## src/rtl/lgs_pkg.sv

```systemverilog
// shared types and constants for the life grid step block
// no dependencies; used by the interfaces, controller, datapath and top level
`default_nettype none

package lgs_pkg;

   localparam int ROW_W   = 6;
   localparam int COL_W   = 6;
   localparam int CELLS_W = 64;
   localparam int DEPTH   = 64;
   localparam int OP_W    = 2;

   typedef logic [OP_W-1:0] op_type;

   localparam op_type OP_SET  = 2'd0;
   localparam op_type OP_STEP = 2'd1;
   localparam op_type OP_SHOW = 2'd2;

   // controller to datapath
   typedef struct packed {
      logic capture;
      logic set_rd;
      logic set_wr;
      logic load0;
      logic load1;
      logic step_go;
      logic emit_rd;
      logic emit_go;
   } cmd_type;

   // datapath to controller
   typedef struct packed {
      op_type op;
      logic   set_ok;
      logic   out_free;
      logic   at_last;
   } status_type;

endpackage

`default_nettype wire

```

## src/rtl/lgs_ctrl.sv

```systemverilog
// sequencer for the life grid step block: decodes a word and walks the rows
// depends on lgs_pkg; drives the command struct of lgs_dp
`default_nettype none

module lgs_ctrl (
   input  logic                clock,
   input  logic                reset,
   input  logic                req_valid,
   output logic                req_ready,
   input  lgs_pkg::status_type status,
   output lgs_pkg::cmd_type    cmd
);

   typedef enum logic [8:0] {
      ST_IDLE    = 9'b000000001,
      ST_DECODE  = 9'b000000010,
      ST_SET_RD  = 9'b000000100,
      ST_SET_WR  = 9'b000001000,
      ST_LOAD0   = 9'b000010000,
      ST_LOAD1   = 9'b000100000,
      ST_STEP    = 9'b001000000,
      ST_EMIT_RD = 9'b010000000,
      ST_EMIT    = 9'b100000000
   } state_type;

   state_type state_ff;
   state_type state_in;

   assign req_ready = (state_ff == ST_IDLE);

   always_comb begin
      state_in = state_ff;
      cmd      = '0;
      case (state_ff)
         ST_IDLE: begin
            if (req_valid) begin
               cmd.capture = 1'b1;
               state_in    = ST_DECODE;
            end
         end
         ST_DECODE: begin
            case (status.op)
               lgs_pkg::OP_SET:  state_in = status.set_ok ? ST_SET_RD : ST_IDLE;
               lgs_pkg::OP_STEP: state_in = ST_LOAD0;
               lgs_pkg::OP_SHOW: state_in = ST_EMIT_RD;
               default:          state_in = ST_IDLE;
            endcase
         end
         ST_SET_RD: begin
            cmd.set_rd = 1'b1;
            state_in   = ST_SET_WR;
         end
         ST_SET_WR: begin
            cmd.set_wr = 1'b1;
            state_in   = ST_IDLE;
         end
         ST_LOAD0: begin
            cmd.load0 = 1'b1;
            state_in  = ST_LOAD1;
         end
         ST_LOAD1: begin
            cmd.load1 = 1'b1;
            state_in  = ST_STEP;
         end
         ST_STEP: begin
            if (status.out_free) begin
               cmd.step_go = 1'b1;
               if (status.at_last) begin
                  state_in = ST_IDLE;
               end
            end
         end
         ST_EMIT_RD: begin
            cmd.emit_rd = 1'b1;
            state_in    = ST_EMIT;
         end
         ST_EMIT: begin
            if (status.out_free) begin
               cmd.emit_go = 1'b1;
               if (status.at_last) begin
                  state_in = ST_IDLE;
               end
            end
         end
         default: begin
            state_in = ST_IDLE;
         end
      endcase
   end

   always_ff @(posedge clock) begin
      if (reset) begin
         state_ff <= ST_IDLE;
      end else begin
         state_ff <= state_in;
      end
   end

`ifndef SYNTHESIS
   a_row_moves_need_room: assert property (@(posedge clock) disable iff (reset)
      (cmd.step_go || cmd.emit_go) |-> status.out_free)
      else $error("row produced while output register is full");

   a_step_follows_load: assert property (@(posedge clock) disable iff (reset)
      cmd.load1 |=> (state_ff == ST_STEP))
      else $error("window load not followed by step sweep");

   a_one_cmd: assert property (@(posedge clock) disable iff (reset)
      $onehot0(cmd))
      else $error("more than one datapath command at once");
`endif

endmodule

`default_nettype wire

```

## config.mk

```make
export PLATFORM = sky130hd
export DESIGN_NAME = lgs_ctrl
export DESIGN_NICKNAME = d
export VERILOG_FILES = /design/src/rtl/lgs_pkg.sv /design/src/rtl/lgs_ctrl.sv
export SDC_FILE = /design/constraint.sdc
export NUM_CORES = 1
export LEC_CHECK = 0
export BUFFER_PORTS_ARGS = -buffer_cell sky130_fd_sc_hd__buf_2
export CAP_MARGIN = 20
export CORE_AREA = 2 2 39 41
export DETAILED_ROUTE_END_ITERATION = 7
export DIE_AREA = 0 0 41 43
export PLACE_DENSITY = 0.78
export SYNTH_ARGS = -nofsm -noshare
export SYNTH_HDL_FRONTEND = slang
export SYNTH_SLANG_ARGS = --single-unit
```

## constraint.sdc

```tcl
create_clock -name clock -period 1.7 [get_ports clock]
set_clock_uncertainty 0.1 [all_clocks]
set_input_delay 0.085 -clock clock [delete_from_list [all_inputs] [get_ports clock]]
set_output_delay 0.085 -clock clock [all_outputs]
set_load 0.1 [all_outputs]
```

==> reports/qor.txt, run 1 <==
Starting Density - 38.97%
Hold Path Depth - 2
Critical Path Source Type - register
Most flops, register - state_ff
Final wirelength - 2.206 mm
Pwr dens - 585.5 nW/um2
Longest Clk Path Bufs - 2
H-tree levels - 1
Mapped Avg Cell Area - 8.988 um2
TritonCTS clock tree - built
Post-synthesis net count - 68
Die X - 41 um
Hold path startpoint - status[3]
Largest cells by area after synthesis - dfxtp_1 (33%), nor3b_1 (9.7%), and3_1 (4.6%), nor2_1 (3.5%), nor4b_1 (3.2%)
Final Cell Area - 1237 um2
# diodes - 0
Die Y - 43 um
Final setup violation count - 17
First-pass GRT wire length - 3.063 mm
Synth area leader - dfxtp_1
Vias - 697
Post-DRT Antenna Nets - 0
Clock-pin slew on the worst setup and hold paths - 70 ps
Max Cap Viol - 0
Worst Hold Margin - 10.62 ps
GR Layer Usage met1 - 27.63%
Finished Core Util - 89.42%
Skew-Pair Late Insertion Delay - 280 ps
Post-Synthesis Cells - 60
WS Path Type - reg2reg
Max_slew headroom - 76.60%
Placer congestion estimate - 0.7858
Worst Tran Pin Value - 348.5 ps
Reg2reg start - state_ff[3]
GR met3 Demand/Resource - 9.948%
1st-pass router iterations - 4
Failing checks - negative setup slack
Status - finished with violations
Yosys cell types - 29
Fin worst setup slack - -478.5 ps
Worst setup EP type - register
RSZ-0062 raised after global routing - true
Clock sink total - 9
DR DRC count - 0
Clock root buffer - clkbuf_4
Sequential share of the synthesized area - 33.41%
Share of layout cells above drive strength 1 - 69.44%
Max reg flops - 9
Critical path data arrival time - 2300 ps
PortBufs - 16
I/O pin count - 17
Final Total Pwr - 724.5 uW
Top-count cell post-synth - dfxtp_1
Vias in the first global route - 720
FF-to-FF End - state_ff[6]
Cts bufs inserted - 3
Top-area cell type share of the netlist area - 33.41%
Grt met2 use - 45.00%
EDFF count, synth - 0
Synth Cell Area - 539.3 um2
Largest net degree at the start of global routing - 9
Largest regs - state_ff (9)
Top achievable clock speed - 459.0 MHz
Fraction of registers with async set/reset - 0%
Nets@finish - 117
Flop and latch count out of synthesis - 9
Die ar. - 1763 um2
Ys flop type - dfxtp_1
Wire per inst - 17.79 um
Final Hold Viols - 0
Placed cell area - 974.7 um2
# placed instances - 103
All-layer global routing usage - 26.29%
Max Slew Vio Count - 0
Setup_tns - -5219 ps
Peak VDD IR - 0.4955 mV
Max FO, Critical Path - 3
Hold WC Path Type - in2reg
Layout Cells excl Fill - 124
Initial DRC count - 27
Leakage power total - 0.5064 nW
Crit share post-route - 128.1%
DP HPWL - 1.209 mm
Reg2Reg Setup Slack - -480 ps
Reg2Reg Depth - 7
Yosys warns - 0
Synth top cells by count - dfxtp_1 (9), nor3b_1 (7), nor2_1 (5)
Placement Setup Slack - -234.4 ps
Vias per cell - 5.621
Synth-to-layout area growth - 129.5%
CP required - 1820 ps
Core footprint - 1384 um2
Hold endpoint - state_ff[4]
Row count - 14
Gr ovfl total - 0
Initial antenna violation count - 0
Crit path time final - 2179 ps
Most used routing layer - met2
==> worst max-delay path by stage <==
stage          cells past startpoint     endpoint        start
2_1_floorplan                      4       cmd[0]  state_ff[3]
3_3_place_gp                       5  state_ff[0]  state_ff[3]
3_5_place_dp                       6  state_ff[2]  state_ff[3]
4_1_cts                            5       cmd[0]  state_ff[3]
5_1_grt                            5       cmd[7]  state_ff[3]
6_report                           7  state_ff[6]  state_ff[3]
==> routing by layer <==
metal  routed length [um]  share of wire (%)
met4                   60                2.7
met5                    0                  0
met2                 1215                 55
met1                  829                 38
met3                  100                4.5
==> report_power, final <==
part / switching [mW] / internal (mW) / total (mW)
Clock: 0.0950 / 0.0875 / 0.182
Sequential: 0.00803 / 0.217 / 0.225
Combinational: 0.171 / 0.146 / 0.317
==> kinds of logic (layout without fill, tap and decap cells) <==
logic type	after synthesis	in the layout	synth area share [%]
buffers and inverters	2	50	2.783
xor gates and xnor gates	3	3	4.873
AOI/OAI and AO/OA	12	12	17.63
and+or+nand+nor	34	34	41.30
DFF	9	9	33.41
==> cell usage in the layout, fill, tap and decap left out, types with 2 or more instances in the layout <==
master,count
buf_6,4
clkbuf_4,3
nor2_1,4
dfxtp_2,4
nor4b_4,2
and3_4,3
nor3_4,2
o21ai_0,3
nand2_4,2
buf_2,7
xor2_1,2
dlygate4sd3_1,3
nor3b_4,6
a21oi_1,2
dfxtp_1,4
buf_4,22
buf_12,9
==> worst max-delay path, cell delays in order (launching register included) <==
cell       delay, ps
dfxtp_2          320
or4_4            580
buf_4            170
buf_6            110
a2111oi_4        310
a31o_1           200
and3_1           180
o21ba_2          160
==> final cells by class <==
| class | instances | area [um2] |
|---|---|---|
| Inverter | 1 | 3.754 |
| Multi-Input combinational cell | 49 | 541.8 |
| Fill cell | 57 | 146.4 |
| Tap cell | 16 | 20.02 |
| Sequential cell | 9 | 188.9 |
| Clock inverter | 1 | 5.005 |
| Timing Repair Buffer | 45 | 455.4 |
| Clock buffer | 3 | 22.52 |
==> what timing repair did <==
item	CTS	global route
hold buffers	3	0
hold endpoints to repair	4	0
resized for setup	13	6
setup buffers	7	8
pin swaps	8	10
setup endpoints to repair	16	17
gates cloned	0	0
Power figures use the tool's default switching activity.
==> run 2, diff against run 1 <==
==> constraint.sdc (replaced) <==
create_clock -name clock -period 1.7 [get_ports clock]
set_clock_uncertainty 0.1 [all_clocks]
set_input_delay 0.17 -clock clock [delete_from_list [all_inputs] [get_ports clock]]
set_output_delay 0.17 -clock clock [all_outputs]
set_load 0.1 [all_outputs]
==> run 2 against run 1 <==
- the run still ends with negative setup slack left
- first-iteration DRC count fell by 52%
- non-clock buffer count fell by 6
- cell area fell by 4.8%
- critical path depth fell by 2
- sequential power barely moved
- register-to-register slack improved by 70 ps
- utilization fell by 4.2 points
- hold slack improved by 7.7 ps
- via count fell by 4.7%
- routed wire length fell by 3.7%
- largest cell class unchanged
==> reports/qor.txt, run 2 (synthesis results as in run 1) <==
Leakage power total - 0.4845 nW (-4.3%)
Fin worst setup slack - -534.6 ps (-56.04 ps)
Share of layout cells above drive strength 1 - 70.59% (+1.1 points)
Initial antenna violation count - 0 (unchanged)
Setup_tns - -4716 ps (+503.9 ps)
Status - finished with violations
Final Hold Viols - 0 (unchanged)
Die Y - 43 um (unchanged)
Vias - 664 (-4.7%)
Placed cell area - 987.2 um2 (+1.3%)
Vias per cell - 5.627 (+0.11%)
Post-DRT Antenna Nets - 0 (unchanged)
I/O pin count - 17 (unchanged)
Hold_buf cts - 0 (-3)
Peak VDD IR - 0.6089 mV (+23%)
Die ar. - 1763 um2 (unchanged)
H-tree levels - 1 (unchanged)
Wire per inst - 18.00 um (+1.2%)
Crit path time final - 2235 ps (+56.04 ps)
Skew-Pair Late Insertion Delay - 260 ps (-20 ps)
Hold WC Path Type - in2reg
Top achievable clock speed - 447.5 MHz (-2.5%)
Max Cap Viol - 0 (unchanged)
All-layer global routing usage - 24.32% (-2.0 points)
Reg2Reg Setup Slack - -410 ps (+70 ps)
Commonest non-fill, non-tap cell in the layout - buf_4
Most flops, register - state_ff
Final Cell Area - 1179 um2 (-4.8%)
Clock sink total - 9 (unchanged)
Max_slew headroom - 75.78% (-0.82 points)
Critical Path Source Type - register
GR Layer Usage met1 - 29.74% (+2.1 points)
# diodes - 0 (unchanged)
WS Path Type - reg2out
Critical path data arrival time - 1960 ps (-340 ps)
Failing checks - negative setup slack
Final wirelength - 2.124 mm (-3.7%)
Commonest cells after routing, fill and taps aside - buf_4 (17), buf_12 (10), buf_2 (7)
Worst Tran Pin Value - 360.8 ps (+12.27 ps)
Pwr dens - 602.7 nW/um2 (+2.9%)
TritonCTS clock tree - built
DR DRC count - 0 (unchanged)
Cts bufs inserted - 3 (unchanged)
RSZ-0062 raised after global routing - true
Row count - 14 (unchanged)
Layout Cells excl Fill - 118 (-4.8%)
Core footprint - 1384 um2 (unchanged)
Vias in the first global route - 644 (-11%)
Finished Core Util - 85.17% (-4.2 points)
CP required - 1430 ps (-390 ps)
Final setup violation count - 16 (-1)
Max Slew Vio Count - 0 (unchanged)
Largest regs - state_ff (9)
Clock root buffer - clkbuf_4
Crit share post-route - 131.4% (+3.3 points)
First-pass GRT wire length - 2.870 mm (-6.3%)
Die X - 41 um (unchanged)
Starting Density - 38.97% (unchanged)
Synth-to-layout area growth - 118.6%
Most used routing layer - met2
Placer congestion estimate - 0.7947 (+1.1%)
Grt met2 use - 35.63% (-9.4 points)
PortBufs - 16 (unchanged)
Longest Clk Path Bufs - 2 (unchanged)
GR met3 Demand/Resource - 7.853% (-2.1 points)
Initial DRC count - 13 (-52%)
1st-pass router iterations - 4 (unchanged)
Max FO, Critical Path - 3 (unchanged)
# placed instances - 103 (unchanged)
Gr ovfl total - 0 (unchanged)
Largest net degree at the start of global routing - 9 (unchanged)
Clock-pin slew on the worst setup and hold paths - 70 ps (about the same)
DP HPWL - 1.134 mm (-6.2%)
Worst setup EP type - output port
Max reg flops - 9 (unchanged)
Nets@finish - 111 (-5.1%)
run 2: changes by cell type in the layout (fill, tap and decap cells not counted), moves of 2 or more:
cell,previous run,this run
buf_4,22,17
dlygate4sd3_1,3,0
nand2_2,1,3
nand2_4,2,0
run 2: timing repair:
action / CTS / global route
endpoints found under the setup margin: 16 / 17
resized for setup: 12 / 5
pin swaps: 10 / 9
buffers inserted: 9 / 2
run 2: worst max-delay path, stage by stage (launching register included):
cell and delay (ps):
dfxtp_2 320, or4_4 580, nor4_4 220, nand2_2 140, nor3b_4 230, buf_12 200
run 2: final timing paths:
kind,from,depth (start not counted),end
setup / recovery,state_ff[3],5,cmd[0]
hold / removal,status[4],2,state_ff[4]
setup reg to reg,state_ff[3],7,state_ff[0]
hold reg to reg,state_ff[1],3,state_ff[4]
run 2: cell type report:
cell class	count	area (um2)
Clock buffer	3	22.52
Clock inverter	1	5.005
Fill cell	71	205.2
Inverter	1	3.754
Multi-Input combinational cell	49	518.0
Sequential cell	9	190.2
Tap cell	16	20.02
Timing Repair Buffer	39	419.2
run 2: through the flow:
step / power [mW] / setup WS (ps) / hold slack [ps]
after floorplan: 0.3961 / -620.1 / 134.2
after global routing: 0.7366 / -588.1 / 19.61
after global placement: 0.4809 / -194.7 / 280.3
after CTS: 0.6857 / -512.9 / 10.24
after detailed placement: 0.4864 / -220.6 / 290.1
final: 0.7104 / -534.6 / 18.31
run 2: where the power goes:
| group | switching [mW] | total [mW] | internal, mW |
|---|---|---|---|
| Clock | 0.0863 | 0.173 | 0.0870 |
| Sequential | 0.00871 | 0.226 | 0.217 |
| Combinational | 0.173 | 0.311 | 0.139 |
run 2: routing by layer:
layer | routed length [um] | vias to the layer above
li1 | - | 316
met1 | 797 | 310
met2 | 1123 | 28
met3 | 93 | 10
met4 | 110 | 0
met5 | 0 | -
